==> src/hdl/crcfr_pkg.sv <==
// ----------------------------------------------------------------------------
// crcfr_pkg
// Shared widths, codes and CRC helpers for the framed packet receiver.
// ----------------------------------------------------------------------------
package crcfr_pkg;

  localparam int unsigned BYTE_W      = 8;
  localparam int unsigned SEQ_W       = 32;
  localparam int unsigned IDX_W       = 9;
  localparam int unsigned PLEN_W      = 10;
  localparam int unsigned LEN_W       = 16;
  localparam int unsigned CFG_W       = 16;
  localparam int unsigned GAP_W       = 17;
  localparam int unsigned CRC_W       = 32;

  localparam int unsigned DEFAULT_MAX_PAYLOAD = 512;

  localparam logic [CFG_W-1:0] STALL_LIMIT_RESET = 16'd100;

  localparam logic [CRC_W-1:0] CRC_POLY = 32'hEDB88320;
  localparam logic [CRC_W-1:0] CRC_INIT = 32'hFFFFFFFF;

  localparam logic [BYTE_W-1:0] SYNC_A = 8'h55;
  localparam logic [BYTE_W-1:0] SYNC_B = 8'hAA;
  localparam logic [31:0]       MAGIC  = {SYNC_A, SYNC_B, SYNC_A, SYNC_B};

  // frame types that are accepted after the header
  localparam logic [BYTE_W-1:0] TYPE_CMD    = 8'h01;
  localparam logic [BYTE_W-1:0] TYPE_DATA   = 8'h02;
  localparam logic [BYTE_W-1:0] TYPE_STATUS = 8'h03;
  localparam logic [BYTE_W-1:0] TYPE_LOG    = 8'h04;
  localparam logic [BYTE_W-1:0] TYPE_EXT_A  = 8'h81;
  localparam logic [BYTE_W-1:0] TYPE_EXT_B  = 8'h82;

  typedef enum logic [1:0] {
    ST_OK        = 2'd0,
    ST_CRC_ERR   = 2'd1,
    ST_TRUNCATED = 2'd2,
    ST_TOO_LONG  = 2'd3
  } status_t;

  typedef enum logic {
    KIND_PAYLOAD = 1'b0,
    KIND_END     = 1'b1
  } kind_t;

  typedef enum logic {
    ACT_BYTE = 1'b0,
    ACT_TICK = 1'b1
  } action_t;

  // reflected crc32, one byte
  function automatic logic [CRC_W-1:0] crc32_byte(input logic [CRC_W-1:0] c_in,
                                                  input logic [BYTE_W-1:0] b);
    logic [CRC_W-1:0] c;
    c = c_in ^ {24'h0, b};
    for (int k = 0; k < 8; k++) begin
      c = c[0] ? ((c >> 1) ^ CRC_POLY) : (c >> 1);
    end
    return c;
  endfunction

  function automatic logic type_known(input logic [BYTE_W-1:0] t);
    return (t == TYPE_CMD) || (t == TYPE_DATA) || (t == TYPE_STATUS) ||
           (t == TYPE_LOG) || (t == TYPE_EXT_A) || (t == TYPE_EXT_B);
  endfunction

  // crc state right after the sync word
  localparam logic [CRC_W-1:0] MAGIC_CRC =
    crc32_byte(crc32_byte(crc32_byte(crc32_byte(CRC_INIT, SYNC_A), SYNC_B), SYNC_A), SYNC_B);

endpackage

==> src/hdl/crcfr_in_if.sv <==
// ----------------------------------------------------------------------------
// crcfr_in_if
// Input channel: one received byte or one time tick per item.
// ----------------------------------------------------------------------------
interface crcfr_in_if;
  import crcfr_pkg::*;

  logic              valid;
  logic              ready;
  logic              action;
  logic [BYTE_W-1:0] rx_byte;

  modport source (output valid, output action, output rx_byte, input ready);
  modport sink   (input valid, input action, input rx_byte, output ready);
endinterface

==> src/hdl/crcfr_out_if.sv <==
// ----------------------------------------------------------------------------
// crcfr_out_if
// Result channel: payload byte items and frame end status items.
// ----------------------------------------------------------------------------
interface crcfr_out_if;
  import crcfr_pkg::*;

  logic              valid;
  logic              ready;
  logic              kind;
  logic [BYTE_W-1:0] data_byte;
  logic [IDX_W-1:0]  byte_index;
  status_t           status;
  logic [BYTE_W-1:0] frame_type;
  logic [SEQ_W-1:0]  seq;
  logic [PLEN_W-1:0] payload_len;
  logic              last;

  modport source (output valid, output kind, output data_byte, output byte_index,
                  output status, output frame_type, output seq, output payload_len,
                  output last, input ready);
  modport sink   (input valid, input kind, input data_byte, input byte_index,
                  input status, input frame_type, input seq, input payload_len,
                  input last, output ready);
endinterface

==> src/hdl/crc_framed_packet_receiver.sv <==
// ----------------------------------------------------------------------------
// crc_framed_packet_receiver
// Hunts for the 55 AA 55 AA sync word, parses the header, streams the payload
// and checks the trailing reflected CRC32; reports each frame end with status.
// ----------------------------------------------------------------------------
// Takes one item (a received byte or a time tick) every clock cycle while the
// output is not stalled. An item lands in an input register, combinational logic
// (a byte-wide CRC32 update and the phase step) updates the frame state, and the
// result goes to an output register. The input side keeps accepting while a
// result waits on the output, until both registers are full. Payload bytes come
// out as they arrive and are only good if the closing end item says ok. There is
// no clearing pass after reset.
module crc_framed_packet_receiver #(
  parameter int unsigned MAX_PAYLOAD = crcfr_pkg::DEFAULT_MAX_PAYLOAD
) (
  input  logic                         clk,
  input  logic                         rst_n,
  input  logic                         cfg_we,
  input  logic [crcfr_pkg::CFG_W-1:0]  cfg_wdata,
  crcfr_in_if.sink                     in_item,
  crcfr_out_if.source                  out_item
);
  import crcfr_pkg::*;

  localparam int unsigned CNT_W = ($clog2(MAX_PAYLOAD + 1) > 3) ? $clog2(MAX_PAYLOAD + 1) : 3;
  localparam logic [LEN_W-1:0] MAX_LEN = LEN_W'(MAX_PAYLOAD);
  localparam logic [CNT_W-1:0] HDR_LAST = CNT_W'(6);

  typedef enum logic [1:0] {
    PH_HUNT,
    PH_HDR,
    PH_PAY,
    PH_CRC
  } phase_t;

  // control state
  phase_t            phase_r, phase_nxt;
  logic [31:0]       window_r, window_nxt;
  logic [CNT_W-1:0]  cnt_r, cnt_nxt;
  logic [SEQ_W-1:0]  seq_r, seq_nxt;
  logic [BYTE_W-1:0] ftype_r, ftype_nxt;
  logic [LEN_W-1:0]  len_r, len_nxt;
  logic [CRC_W-1:0]  crc_r, crc_nxt;
  logic [CRC_W-1:0]  rcrc_r, rcrc_nxt;
  logic [GAP_W-1:0]  gap_r, gap_nxt;
  logic [CFG_W-1:0]  stall_limit_r;
  logic              in_valid_r;
  logic              out_valid_r;

  // payload registers
  logic              in_action_r;
  logic [BYTE_W-1:0] in_byte_r;
  logic              o_kind_r;
  logic [BYTE_W-1:0] o_data_r;
  logic [IDX_W-1:0]  o_index_r;
  status_t           o_status_r;
  logic [BYTE_W-1:0] o_type_r;
  logic [SEQ_W-1:0]  o_seq_r;
  logic [PLEN_W-1:0] o_plen_r;

  // combinational results
  logic              out_load_ok;
  logic              fire;
  logic              emit;
  logic              end_req;
  status_t           end_status;
  logic              end_hdr;
  logic              r_kind;
  logic [BYTE_W-1:0] r_data;
  logic [IDX_W-1:0]  r_index;
  status_t           r_status;
  logic [BYTE_W-1:0] r_type;
  logic [SEQ_W-1:0]  r_seq;
  logic [PLEN_W-1:0] r_plen;
  logic [GAP_W-1:0]  gap_inc;
  logic [CNT_W-1:0]  cnt_inc;
  logic [LEN_W-1:0]  cnt_ext;
  logic [LEN_W-1:0]  hdr_len;
  logic [CRC_W-1:0]  crc_upd;

  assign out_load_ok = !out_valid_r || out_item.ready;
  assign fire        = in_valid_r && out_load_ok;

  assign in_item.ready = !in_valid_r || out_load_ok;

  assign gap_inc = (gap_r == {GAP_W{1'b1}}) ? gap_r : gap_r + GAP_W'(1);
  assign cnt_inc = cnt_r + CNT_W'(1);
  assign cnt_ext = LEN_W'(cnt_r);
  assign hdr_len = {in_byte_r, len_r[7:0]};
  assign crc_upd = crc32_byte(crc_r, in_byte_r);

  always_comb begin
    phase_nxt  = phase_r;
    window_nxt = window_r;
    cnt_nxt    = cnt_r;
    seq_nxt    = seq_r;
    ftype_nxt  = ftype_r;
    len_nxt    = len_r;
    crc_nxt    = crc_r;
    rcrc_nxt   = rcrc_r;
    gap_nxt    = gap_r;
    emit       = 1'b0;
    end_req    = 1'b0;
    end_status = ST_OK;
    end_hdr    = 1'b0;
    r_kind     = KIND_PAYLOAD;
    r_data     = '0;
    r_index    = '0;
    r_status   = ST_OK;
    r_type     = '0;
    r_seq      = '0;
    r_plen     = '0;

    if (in_action_r == ACT_TICK) begin
      if ((stall_limit_r != '0) && (gap_inc > GAP_W'(stall_limit_r))) begin
        end_req    = 1'b1;
        end_status = ST_TRUNCATED;
        end_hdr    = (phase_r == PH_PAY) || (phase_r == PH_CRC);
      end else begin
        gap_nxt = gap_inc;
      end
    end else begin
      gap_nxt = '0;
      unique case (phase_r)
        PH_HUNT: begin
          window_nxt = {window_r[23:0], in_byte_r};
          if ({window_r[23:0], in_byte_r} == MAGIC) begin
            crc_nxt   = MAGIC_CRC;
            phase_nxt = PH_HDR;
            cnt_nxt   = '0;
            seq_nxt   = '0;
            ftype_nxt = '0;
            len_nxt   = '0;
            rcrc_nxt  = '0;
          end
        end
        PH_HDR: begin
          crc_nxt = crc_upd;
          case (cnt_r[2:0])
            3'd0, 3'd1, 3'd2, 3'd3: seq_nxt[8*cnt_r[1:0] +: 8] = in_byte_r;
            3'd4:                   ftype_nxt = in_byte_r;
            3'd5:                   len_nxt = {8'h00, in_byte_r};
            default:                len_nxt = hdr_len;
          endcase
          if (cnt_r == HDR_LAST) begin
            cnt_nxt = '0;
            if (!type_known(ftype_r)) begin
              // resync on the tail of the rejected header
              window_nxt = {seq_r[31:24], ftype_r, len_r[7:0], in_byte_r};
              phase_nxt  = PH_HUNT;
            end else if (hdr_len > MAX_LEN) begin
              end_req    = 1'b1;
              end_status = ST_TOO_LONG;
              end_hdr    = 1'b1;
            end else begin
              phase_nxt = (hdr_len == '0) ? PH_CRC : PH_PAY;
            end
          end else begin
            cnt_nxt = cnt_inc;
          end
        end
        PH_PAY: begin
          crc_nxt = crc_upd;
          emit    = 1'b1;
          r_kind  = KIND_PAYLOAD;
          r_data  = in_byte_r;
          r_index = cnt_ext[IDX_W-1:0];
          if (LEN_W'(cnt_inc) >= len_r) begin
            cnt_nxt   = '0;
            phase_nxt = PH_CRC;
          end else begin
            cnt_nxt = cnt_inc;
          end
        end
        PH_CRC: begin
          rcrc_nxt[8*cnt_r[1:0] +: 8] = in_byte_r;
          if (cnt_r[1:0] == 2'd3) begin
            end_req    = 1'b1;
            end_status = (~crc_r == rcrc_nxt) ? ST_OK : ST_CRC_ERR;
            end_hdr    = 1'b1;
          end else begin
            cnt_nxt = cnt_inc;
          end
        end
        default: ;
      endcase
    end

    // any frame end drops back to hunting
    if (end_req) begin
      emit       = 1'b1;
      r_kind     = KIND_END;
      r_status   = end_status;
      r_type     = end_hdr ? ftype_nxt : '0;
      r_seq      = end_hdr ? seq_nxt : '0;
      r_plen     = (end_status == ST_OK) ? len_r[PLEN_W-1:0] : '0;
      phase_nxt  = PH_HUNT;
      window_nxt = '0;
      cnt_nxt    = '0;
      gap_nxt    = '0;
    end
  end

  always_ff @(posedge clk) begin
    if (!rst_n) begin
      phase_r       <= PH_HUNT;
      window_r      <= '0;
      cnt_r         <= '0;
      seq_r         <= '0;
      ftype_r       <= '0;
      len_r         <= '0;
      crc_r         <= CRC_INIT;
      rcrc_r        <= '0;
      gap_r         <= '0;
      stall_limit_r <= STALL_LIMIT_RESET;
      in_valid_r    <= 1'b0;
      out_valid_r   <= 1'b0;
    end else begin
      if (cfg_we) begin
        stall_limit_r <= cfg_wdata;
      end
      if (in_item.ready) begin
        in_valid_r <= in_item.valid;
      end
      if (out_load_ok) begin
        out_valid_r <= fire && emit;
      end
      if (fire) begin
        phase_r  <= phase_nxt;
        window_r <= window_nxt;
        cnt_r    <= cnt_nxt;
        seq_r    <= seq_nxt;
        ftype_r  <= ftype_nxt;
        len_r    <= len_nxt;
        crc_r    <= crc_nxt;
        rcrc_r   <= rcrc_nxt;
        gap_r    <= gap_nxt;
      end
    end
  end

  always_ff @(posedge clk) begin
    if (in_item.valid && in_item.ready) begin
      in_action_r <= in_item.action;
      in_byte_r   <= in_item.rx_byte;
    end
    if (fire && emit) begin
      o_kind_r   <= r_kind;
      o_data_r   <= r_data;
      o_index_r  <= r_index;
      o_status_r <= r_status;
      o_type_r   <= r_type;
      o_seq_r    <= r_seq;
      o_plen_r   <= r_plen;
    end
  end

  assign out_item.valid       = out_valid_r;
  assign out_item.kind        = o_kind_r;
  assign out_item.data_byte   = o_data_r;
  assign out_item.byte_index  = o_index_r;
  assign out_item.status      = o_status_r;
  assign out_item.frame_type  = o_type_r;
  assign out_item.seq         = o_seq_r;
  assign out_item.payload_len = o_plen_r;
  assign out_item.last        = o_kind_r;

endmodule

==> src/flat_wrapper.sv <==
// flat-port wrapper written by rule: the top's interface ports become plain ports
module crc_framed_packet_receiver_flat import crcfr_pkg::*;
#(
  parameter int unsigned MAX_PAYLOAD = crcfr_pkg::DEFAULT_MAX_PAYLOAD
)
  (clk, rst_n, cfg_we, cfg_wdata, in_item_valid, in_item_action, in_item_rx_byte, in_item_ready, out_item_valid, out_item_kind, out_item_data_byte, out_item_byte_index, out_item_status, out_item_frame_type, out_item_seq, out_item_payload_len, out_item_last, out_item_ready);
  crcfr_in_if in_item_i ();
  crcfr_out_if out_item_i ();
  input  logic clk;
  input  logic rst_n;
  input  logic cfg_we;
  input  logic [crcfr_pkg::CFG_W-1:0] cfg_wdata;
  input wire logic [$bits(in_item_i.valid)-1:0] in_item_valid;
  input wire logic [$bits(in_item_i.action)-1:0] in_item_action;
  input wire logic [$bits(in_item_i.rx_byte)-1:0] in_item_rx_byte;
  output wire logic [$bits(in_item_i.ready)-1:0] in_item_ready;
  output wire logic [$bits(out_item_i.valid)-1:0] out_item_valid;
  output wire logic [$bits(out_item_i.kind)-1:0] out_item_kind;
  output wire logic [$bits(out_item_i.data_byte)-1:0] out_item_data_byte;
  output wire logic [$bits(out_item_i.byte_index)-1:0] out_item_byte_index;
  output wire logic [$bits(out_item_i.status)-1:0] out_item_status;
  output wire logic [$bits(out_item_i.frame_type)-1:0] out_item_frame_type;
  output wire logic [$bits(out_item_i.seq)-1:0] out_item_seq;
  output wire logic [$bits(out_item_i.payload_len)-1:0] out_item_payload_len;
  output wire logic [$bits(out_item_i.last)-1:0] out_item_last;
  input wire logic [$bits(out_item_i.ready)-1:0] out_item_ready;
  assign in_item_i.valid = in_item_valid;
  assign in_item_i.action = in_item_action;
  assign in_item_i.rx_byte = in_item_rx_byte;
  assign in_item_ready = in_item_i.ready;
  assign out_item_valid = out_item_i.valid;
  assign out_item_kind = out_item_i.kind;
  assign out_item_data_byte = out_item_i.data_byte;
  assign out_item_byte_index = out_item_i.byte_index;
  assign out_item_status = out_item_i.status;
  assign out_item_frame_type = out_item_i.frame_type;
  assign out_item_seq = out_item_i.seq;
  assign out_item_payload_len = out_item_i.payload_len;
  assign out_item_last = out_item_i.last;
  assign out_item_i.ready = out_item_ready;
  crc_framed_packet_receiver #(.MAX_PAYLOAD(MAX_PAYLOAD)) u_core (.clk(clk), .rst_n(rst_n), .cfg_we(cfg_we), .cfg_wdata(cfg_wdata), .in_item(in_item_i), .out_item(out_item_i));
endmodule
==> config.mk <==
export PLATFORM = sky130hd
export DESIGN_NAME = crc_framed_packet_receiver_flat
export DESIGN_NICKNAME = d
export VERILOG_FILES = /design/src/hdl/crcfr_pkg.sv /design/src/hdl/crcfr_in_if.sv /design/src/hdl/crcfr_out_if.sv /design/src/hdl/crc_framed_packet_receiver.sv /design/src/flat_wrapper.sv
export SDC_FILE = /design/constraint.sdc
export NUM_CORES = 1
export LEC_CHECK = 0
export BUFFER_PORTS_ARGS = -buffer_cell sky130_fd_sc_hd__clkbuf_2
export CAP_MARGIN = 20
export CORE_ASPECT_RATIO = 0.75
export CORE_MARGIN = 5
export CORE_UTILIZATION = 40
export DETAILED_ROUTE_END_ITERATION = 10
export PLACE_DENSITY_LB_ADDON = 0.25
export SLEW_MARGIN = 30
export SYNTH_ARGS = -nofsm -noshare
export SYNTH_HDL_FRONTEND = slang
export SYNTH_SLANG_ARGS = --single-unit
==> constraint.sdc <==
create_clock -name clk -period 27.1 [get_ports clk]
set_input_delay 1.355 -clock clk [delete_from_list [all_inputs] [get_ports clk]]
set_output_delay 1.355 -clock clk [all_outputs]
set_load 0.02 [all_outputs]
[Word level (Yosys, flattened, before mapping)]
Index checks and enable logic that the tools add are counted.
Storage, ports and cells
  register bits after elaboration: 270
  input port bits: 30
  output and inout port bits: 73
  logic and storage cells: 181
Cells by class
  $add $sub $neg: 3
  $lt $le $gt $ge: 3
  equality and inequality tests: 30
  shifts and indexed selects: 2
  multiplexer cells: 71
  bitwise logic cells: 12
  reductions and logical operators: 38
Operators with widths (number)
  two-way mux 32 bit: 13
  case mux 32 bit (2 select lines): 3
  inverter 13 -> 14 bit: 8
  two-way mux 24 bit: 4
  two-way mux 17 bit: 4
  bitwise mux 32 bit: 2
  case mux 16 bit (2 select lines): 2
  two-way mux 10 bit: 6
  case mux 24 bit (2 select lines): 1
  case mux 10 bit (4 select lines): 1
  negator 5 -> 34 bit: 1
  variable shift 8 x 34 -> 32 bit, first input constant: 1
  variable part select 8 x 34 -> 32 bit: 1
  equality test 32 x 31 -> 1 bit, second input constant: 1
  equality test 32 bit: 1
  inverter 32 bit: 1
  bitwise XOR 32 x 8 -> 32 bit: 1
  two-way mux 2 bit: 13
  two-way mux 8 bit: 3
  adder 17 x 1 -> 17 bit, second input constant: 1
  equality test 17 bit, second input constant: 1
  greater-than comparator 17 x 16 -> 1 bit: 1
  equality test 8 x 2 -> 1 bit, second input constant: 2
  equality test 8 bit, second input constant: 2
  other kinds (42): 85

[Longest topological paths before layout]
  depth after elaboration: 18
  gate-level depth with buffers: 16
  gate-level depth less buffers: 15

[Least setup slack after synthesis]
Ideal clock, no wire load.
  path type: register to register
  start point: register u_core.gap_r[0]
  end point: register u_core.o_index_r[0] (netlist: u_core.out_item.byte_index[0]) (enable)
  library setup time: 587 ps
  data arrival time: 8361 ps
  required time: 26513 ps
  slack: 18152 ps
  cell stages (with the launch flop): 16
  path buffers: 1
  clock period less this slack: 8948 ps
  cell sequence: dfxtp_1 ha_1 and4_1 and2_1 nand4_1 nand4b_1 o21a_1 or2_2 ha_1 nand3_1 nor4_1 a21boi_0 o311ai_1 and2_1 clkbuf_1 nor3_1
Between the ends
  longest elaborated chain between the ends: 8
  elaborated cells on any way between the ends: 9
  classes of those cells: add/sub: 1; order compare: 1; eq/ne: 1; mux: 4; reduce/logical: 2
Ends and longest elaborated chain
  start, declared: RTL line crc_framed_packet_receiver.sv:45  | logic [GAP_W-1:0] gap_r, gap_nxt;
  start signal, assigned: RTL line crc_framed_packet_receiver.sv:237  | gap_r <= gap_nxt;
  adder 17 x 1 -> 17 bit / equality test 17 bit (equally long branches): RTL line crc_framed_packet_receiver.sv:86  | assign gap_inc = (gap_r == {GAP_W{1'b1}}) ? gap_r : gap_r + GAP_W'(1);
  two-way mux 17 bit *: RTL line crc_framed_packet_receiver.sv:86
  greater-than comparator 17 x 16 -> 1 bit *: RTL line crc_framed_packet_receiver.sv:115  | if ((stall_limit_r != '0) && (gap_inc > GAP_W'(stall_limit_r))) begin
  logical AND 1 bit *: RTL line crc_framed_packet_receiver.sv:115
  two-way mux 1 bit *: RTL line crc_framed_packet_receiver.sv:115
  two-way mux 1 bit *: RTL line crc_framed_packet_receiver.sv:114  | if (in_action_r == ACT_TICK) begin
  two-way mux 1 bit *: RTL line crc_framed_packet_receiver.sv:190  | if (end_req) begin
  logical AND 1 bit *: RTL line crc_framed_packet_receiver.sv:247  | if (fire && emit) begin
  end signal, assigned: RTL line crc_framed_packet_receiver.sv:250  | o_index_r <= r_index;
  end, declared: RTL line crc_framed_packet_receiver.sv:55  | logic [IDX_W-1:0] o_index_r;
Mark *: on every way between the ends. The rest lies on a longest branch, timed or not.
A chain may end at the register's enable or synchronous reset.

[Worst setup path after layout]
  start point: register u_core.gap_r[0]
  end point: register u_core.o_data_r[7] (netlist: u_core.out_item.data_byte[7]) (enable)
Between the ends
  longest elaborated chain between the ends: 8
  elaborated cells on any way between the ends: 9
  classes of those cells: add/sub: 1; order compare: 1; eq/ne: 1; mux: 4; reduce/logical: 2
Ends and longest elaborated chain
  adder 17 x 1 -> 17 bit / equality test 17 bit (equally long branches): RTL line crc_framed_packet_receiver.sv:86
  two-way mux 17 bit *: RTL line crc_framed_packet_receiver.sv:86
  greater-than comparator 17 x 16 -> 1 bit *: RTL line crc_framed_packet_receiver.sv:115
  logical AND 1 bit *: RTL line crc_framed_packet_receiver.sv:115
  two-way mux 1 bit *: RTL line crc_framed_packet_receiver.sv:115
  two-way mux 1 bit *: RTL line crc_framed_packet_receiver.sv:114
  two-way mux 1 bit *: RTL line crc_framed_packet_receiver.sv:190
  logical AND 1 bit *: RTL line crc_framed_packet_receiver.sv:247
  end signal, assigned: RTL line crc_framed_packet_receiver.sv:249  | o_data_r <= r_data;
  end, declared: RTL line crc_framed_packet_receiver.sv:54  | logic [BYTE_W-1:0] o_data_r;
Marks and branches as above.

==> metrics.md <==
| Metric | Value |
|---|---|
| Launching point of the worst reg2reg path | `u_core.gap_r[0]` |
| Wire length of the first global-routing pass | `60800 um` |
| Vias in the first global route | `10700` |
| End of the worst register-to-register path | `u_core.out_item.data_byte[7]` |
| Power density cells | `59.6 mW/mm^2` |
| Number of levels the H-tree was split into | `1` |
| Part of the power in combinational logic | `0.065` |
| Commonest non-fill, non-tap cells in the layout | `dfxtp_1 (191), nand2_1 (152), nor2_1 (126)` |
| Max Transition Viols Final | `0` |
| Net switching component of the power | `0.211 mW` |
| Total nets after synthesis | `1519` |
| Maximum number of pins on one net before global-route repair | `83` |
| Final hold violation count | `0` |
| Number of design rule violations left after detail routing | `0` |
| Worst Max-Slew Pin Slew | `0.971 ns` |
| Number of flops mapped to enable cells by yosys | `79` |
| Worst endpoint required time | `27.27 ns` |
| Synthesis-to-layout area growth | `14.5%` |
| Final net count | `1575` |
| Routed WL per cell | `19.3 um` |
| Clk root buf | `clkbuf_16` |
| Maximum buffer depth of the clock tree | `3` |
| Number of non-filler instances in the completed layout | `1978` |
| Highest achievable clock rate | `0.167 GHz` |
| Signal arrival time at the worst endpoint | `6.15 ns` |
| Sort of element at the start of the critical path | `flip-flop` |
| Pleak | `5.70 nW` |
| Clock-pin slew on the worst setup and hold paths | `0.07 ns` |
| Ys flop type | `dfxtp_1` |
| Highest fanout seen on the critical path | `67` |
| Overall die area | `0.0376 mm^2` |
| Crit path buf inv count | `1` |
| Routability-driven placement congestion ratio | `0.873` |
| VDD IR max | `0.0000436 V` |
| Clock insertion delay at the later pin of the skew report | `0.55 ns` |
| Setup crit start | `u_core.gap_r[0]` |
| Post-CTS setup buffer count | `0` |
| Ports | `103` |
| Antenna fix cells | `0` |
| Post-placement cell count | `1925` |
| Wirelength, routed | `38100 um` |
| Critical path's slowest cell | `buf_4` |
| Worst slack at placement | `21.18 ns` |
| Overflow left after global routing | `0` |
| Largest clock skew in the final design | `0.0135 ns` |
| Switching fraction of total power | `0.229` |
| Status | `complete, no violations` |
| Share of the cycle needed by the critical path after routing | `0.221` |
| Number of clock sinks seen by CTS | `270` |
| Worst hold-check path type | `flip-flop to flip-flop` |
| Initial standard-cell utilization of the core | `0.404` |
| DRT Pass-1 Iters | `6` |
| Worst-path cell chain | `ha_1 > and4_1 > and2_1 > nand4_1 > nand4b_1 > o21a_1 > or2_2 > ha_1 > nand4_1 > nor4_1 > a21boi_0 > o311ai_1 > and2_1 > nor3_2 > buf_4` |
| Setup CP Type | `flip-flop to flip-flop` |
| Residual antenna-violating net count after detailed routing | `0` |
| Category of the worst setup path capture point | `flip-flop` |
| Count of yosys warnings during synthesis | `0` |
| Number of hold buffers added after cts | `0` |
| Finished layout cell area | `0.0155 mm^2` |
| Highest cell delay on the worst timing path | `0.77 ns` |
| Async SR Flop Fraction | `0` |
| Clock tree from TritonCTS | `done` |
| Final period demand of the worst path | `5.99 ns` |
| Cts repair resizes | `0` |
| Critical path capture point | `u_core.out_item.data_byte[7]` |
| Sequential share of the synthesized area | `0.458` |
| Post-synthesis cell area | `0.0135 mm^2` |
| Cell-internal power | `0.712 mW` |
| Final count of negative-setup-slack endpoints | `0` |
| Min Hold Slack | `0.446 ns` |
| Normalized max-slew margin | `0.348` |
| Via density per instance | `5.61` |
| Antenna violations before repair | `0` |
| Setup slack of the worst register-to-register path | `21.11 ns` |
| Fin Setup TNS | `0 ns` |
| Tot GR Track Use | `0.197` |
| Horizontal die dimension | `222 um` |
| Violation count after the first detailed-routing iteration | `1046` |
| Worst reg2reg path depth | `15` |
| Clock share of power | `0.479` |
| Setup repair after global routing missed its margin | `false` |
| Post-Synthesis Cells | `1450` |
| Ratio of cells with drive above 1 in the final layout | `0.134` |
| Core area | `0.0335 mm^2` |
| Critical path depth in cells | `15` |
| Leading cell type in the layout, fill and taps excluded | `dfxtp_1` |
| TritonCTS buffer count | `29` |
| Number of max-cap violations | `0` |
| Via count | `11100` |
| DP Area | `0.0144 mm^2` |
| Half-perimeter wire length after placement | `26000 um` |
| Setup ws final | `21.11 ns` |
| Count of input and output buffers | `102` |
| Synth Register Bits | `270` |
| Number of standard-cell rows in the floorplan | `58` |
| Synth cell types | `76` |
| Floorplan die height | `169 um` |
| Sequential share of power | `0.456` |
| Post-Syn Area per Cell | `9.33 um^2` |
| Top Family by Delay on Critical Path | `simple AND/OR/NAND/NOR gates` |
## state kept, by name, indices dropped and copies added, names as in the netlist, 16 cells and up
signal / count
u_core.stall_limit_r: 16
u_core.rcrc_r: 32
u_core.crc_r: 32
u_core.window_r: 24
u_core.seq_r: 32
u_core.out_item.seq: 32
u_core.len_r: 16
u_core.gap_r: 17
## power by group through the flow
stage / clock network (mW) / logic [mW] / registers (mW)
floorplan: 0 / 0.0390 / 0.431
CTS: 0.451 / 0.0588 / 0.421
global route: 0.469 / 0.0643 / 0.421
global placement: 0 / 0.0582 / 0.430
finish: 0.442 / 0.0595 / 0.421
detailed placement: 0 / 0.0586 / 0.430
## cell type report
cell class / count / area, um^2
fillers: 3124 / 18000
multi-input cells: 1026 / 6770
clock inverters: 15 / 272
well taps: 450 / 563
clock buffers: 38 / 791
inverters: 54 / 203
repair buffers: 125 / 683
flip-flops and latches: 270 / 6200
## worst min path at each step
| stage | cells past startpoint | slack, ns | from | to |
|---|---|---|---|---|
| floorplan | 2 | 0.42 | u_core.rcrc_r[24] | u_core.rcrc_r[24] |
| CTS | 2 | 0.45 | u_core.rcrc_r[1] | u_core.rcrc_r[1] |
| global placement | 2 | 0.43 | u_core.rcrc_r[24] | u_core.rcrc_r[24] |
| global route | 2 | 0.47 | u_core.seq_r[4] | u_core.seq_r[4] |
| finish | 2 | 0.45 | u_core.rcrc_r[24] | u_core.rcrc_r[24] |
| detailed placement | 2 | 0.43 | u_core.rcrc_r[24] | u_core.rcrc_r[24] |
## tightest hold or removal path, stage by stage (launching register included)
cell     delay [ns]
dfxtp_1        0.32
nand2_1        0.04
o21ai_0        0.05
## metal layers
layer / GRT usage / routed length, um
met4: 0.0509 / 869
met3: 0.0372 / 2600
met5: 0 / 0
met1: 0.293 / 18100
met2: 0.295 / 16600
## logic make-up after synthesis
kind of cell             after synthesis  share of synthesized area
flip-flops                           270                      0.458
XOR/XNOR                             116                     0.0768
buffers and inverters                154                     0.0445
AND/OR/NAND/NOR                      514                      0.192
multiplexers                          36                     0.0270
adder cells (fa/ha/maj)               39                     0.0361
AO/OA/AOI/OAI                        321                      0.165
## cells in the mapped netlist (16+ instances only)
library cell / count / area share
edfxtp_1: 79 / 0.18
a21oi_1: 48 / 0.018
nand4_1: 20 / 0.0093
o22ai_1: 44 / 0.020
inv_1: 52 / 0.014
a31oi_1: 32 / 0.015
nand2_1: 152 / 0.042
o21ai_0: 39 / 0.014
nand3_1: 45 / 0.017
nor3_1: 21 / 0.0078
xor2_1: 29 / 0.019
xnor2_1: 84 / 0.054
ha_1: 39 / 0.036
dfxtp_1: 191 / 0.28
nor2b_1: 42 / 0.019
and3_1: 26 / 0.012
mux2i_1: 32 / 0.024
o2bb2ai_1: 16 / 0.010
a22o_1: 22 / 0.014
clkbuf_1: 81 / 0.022
nor2_1: 126 / 0.035
a22oi_1: 54 / 0.030
## stage by stage
stage               utilization  power [mW]
floorplan                     -       0.470
global placement          0.430       0.488
detailed placement        0.431       0.488
CTS                       0.462       0.930
global route              0.463       0.955
finish                    0.463       0.923
(Power assumes the default switching activity.)
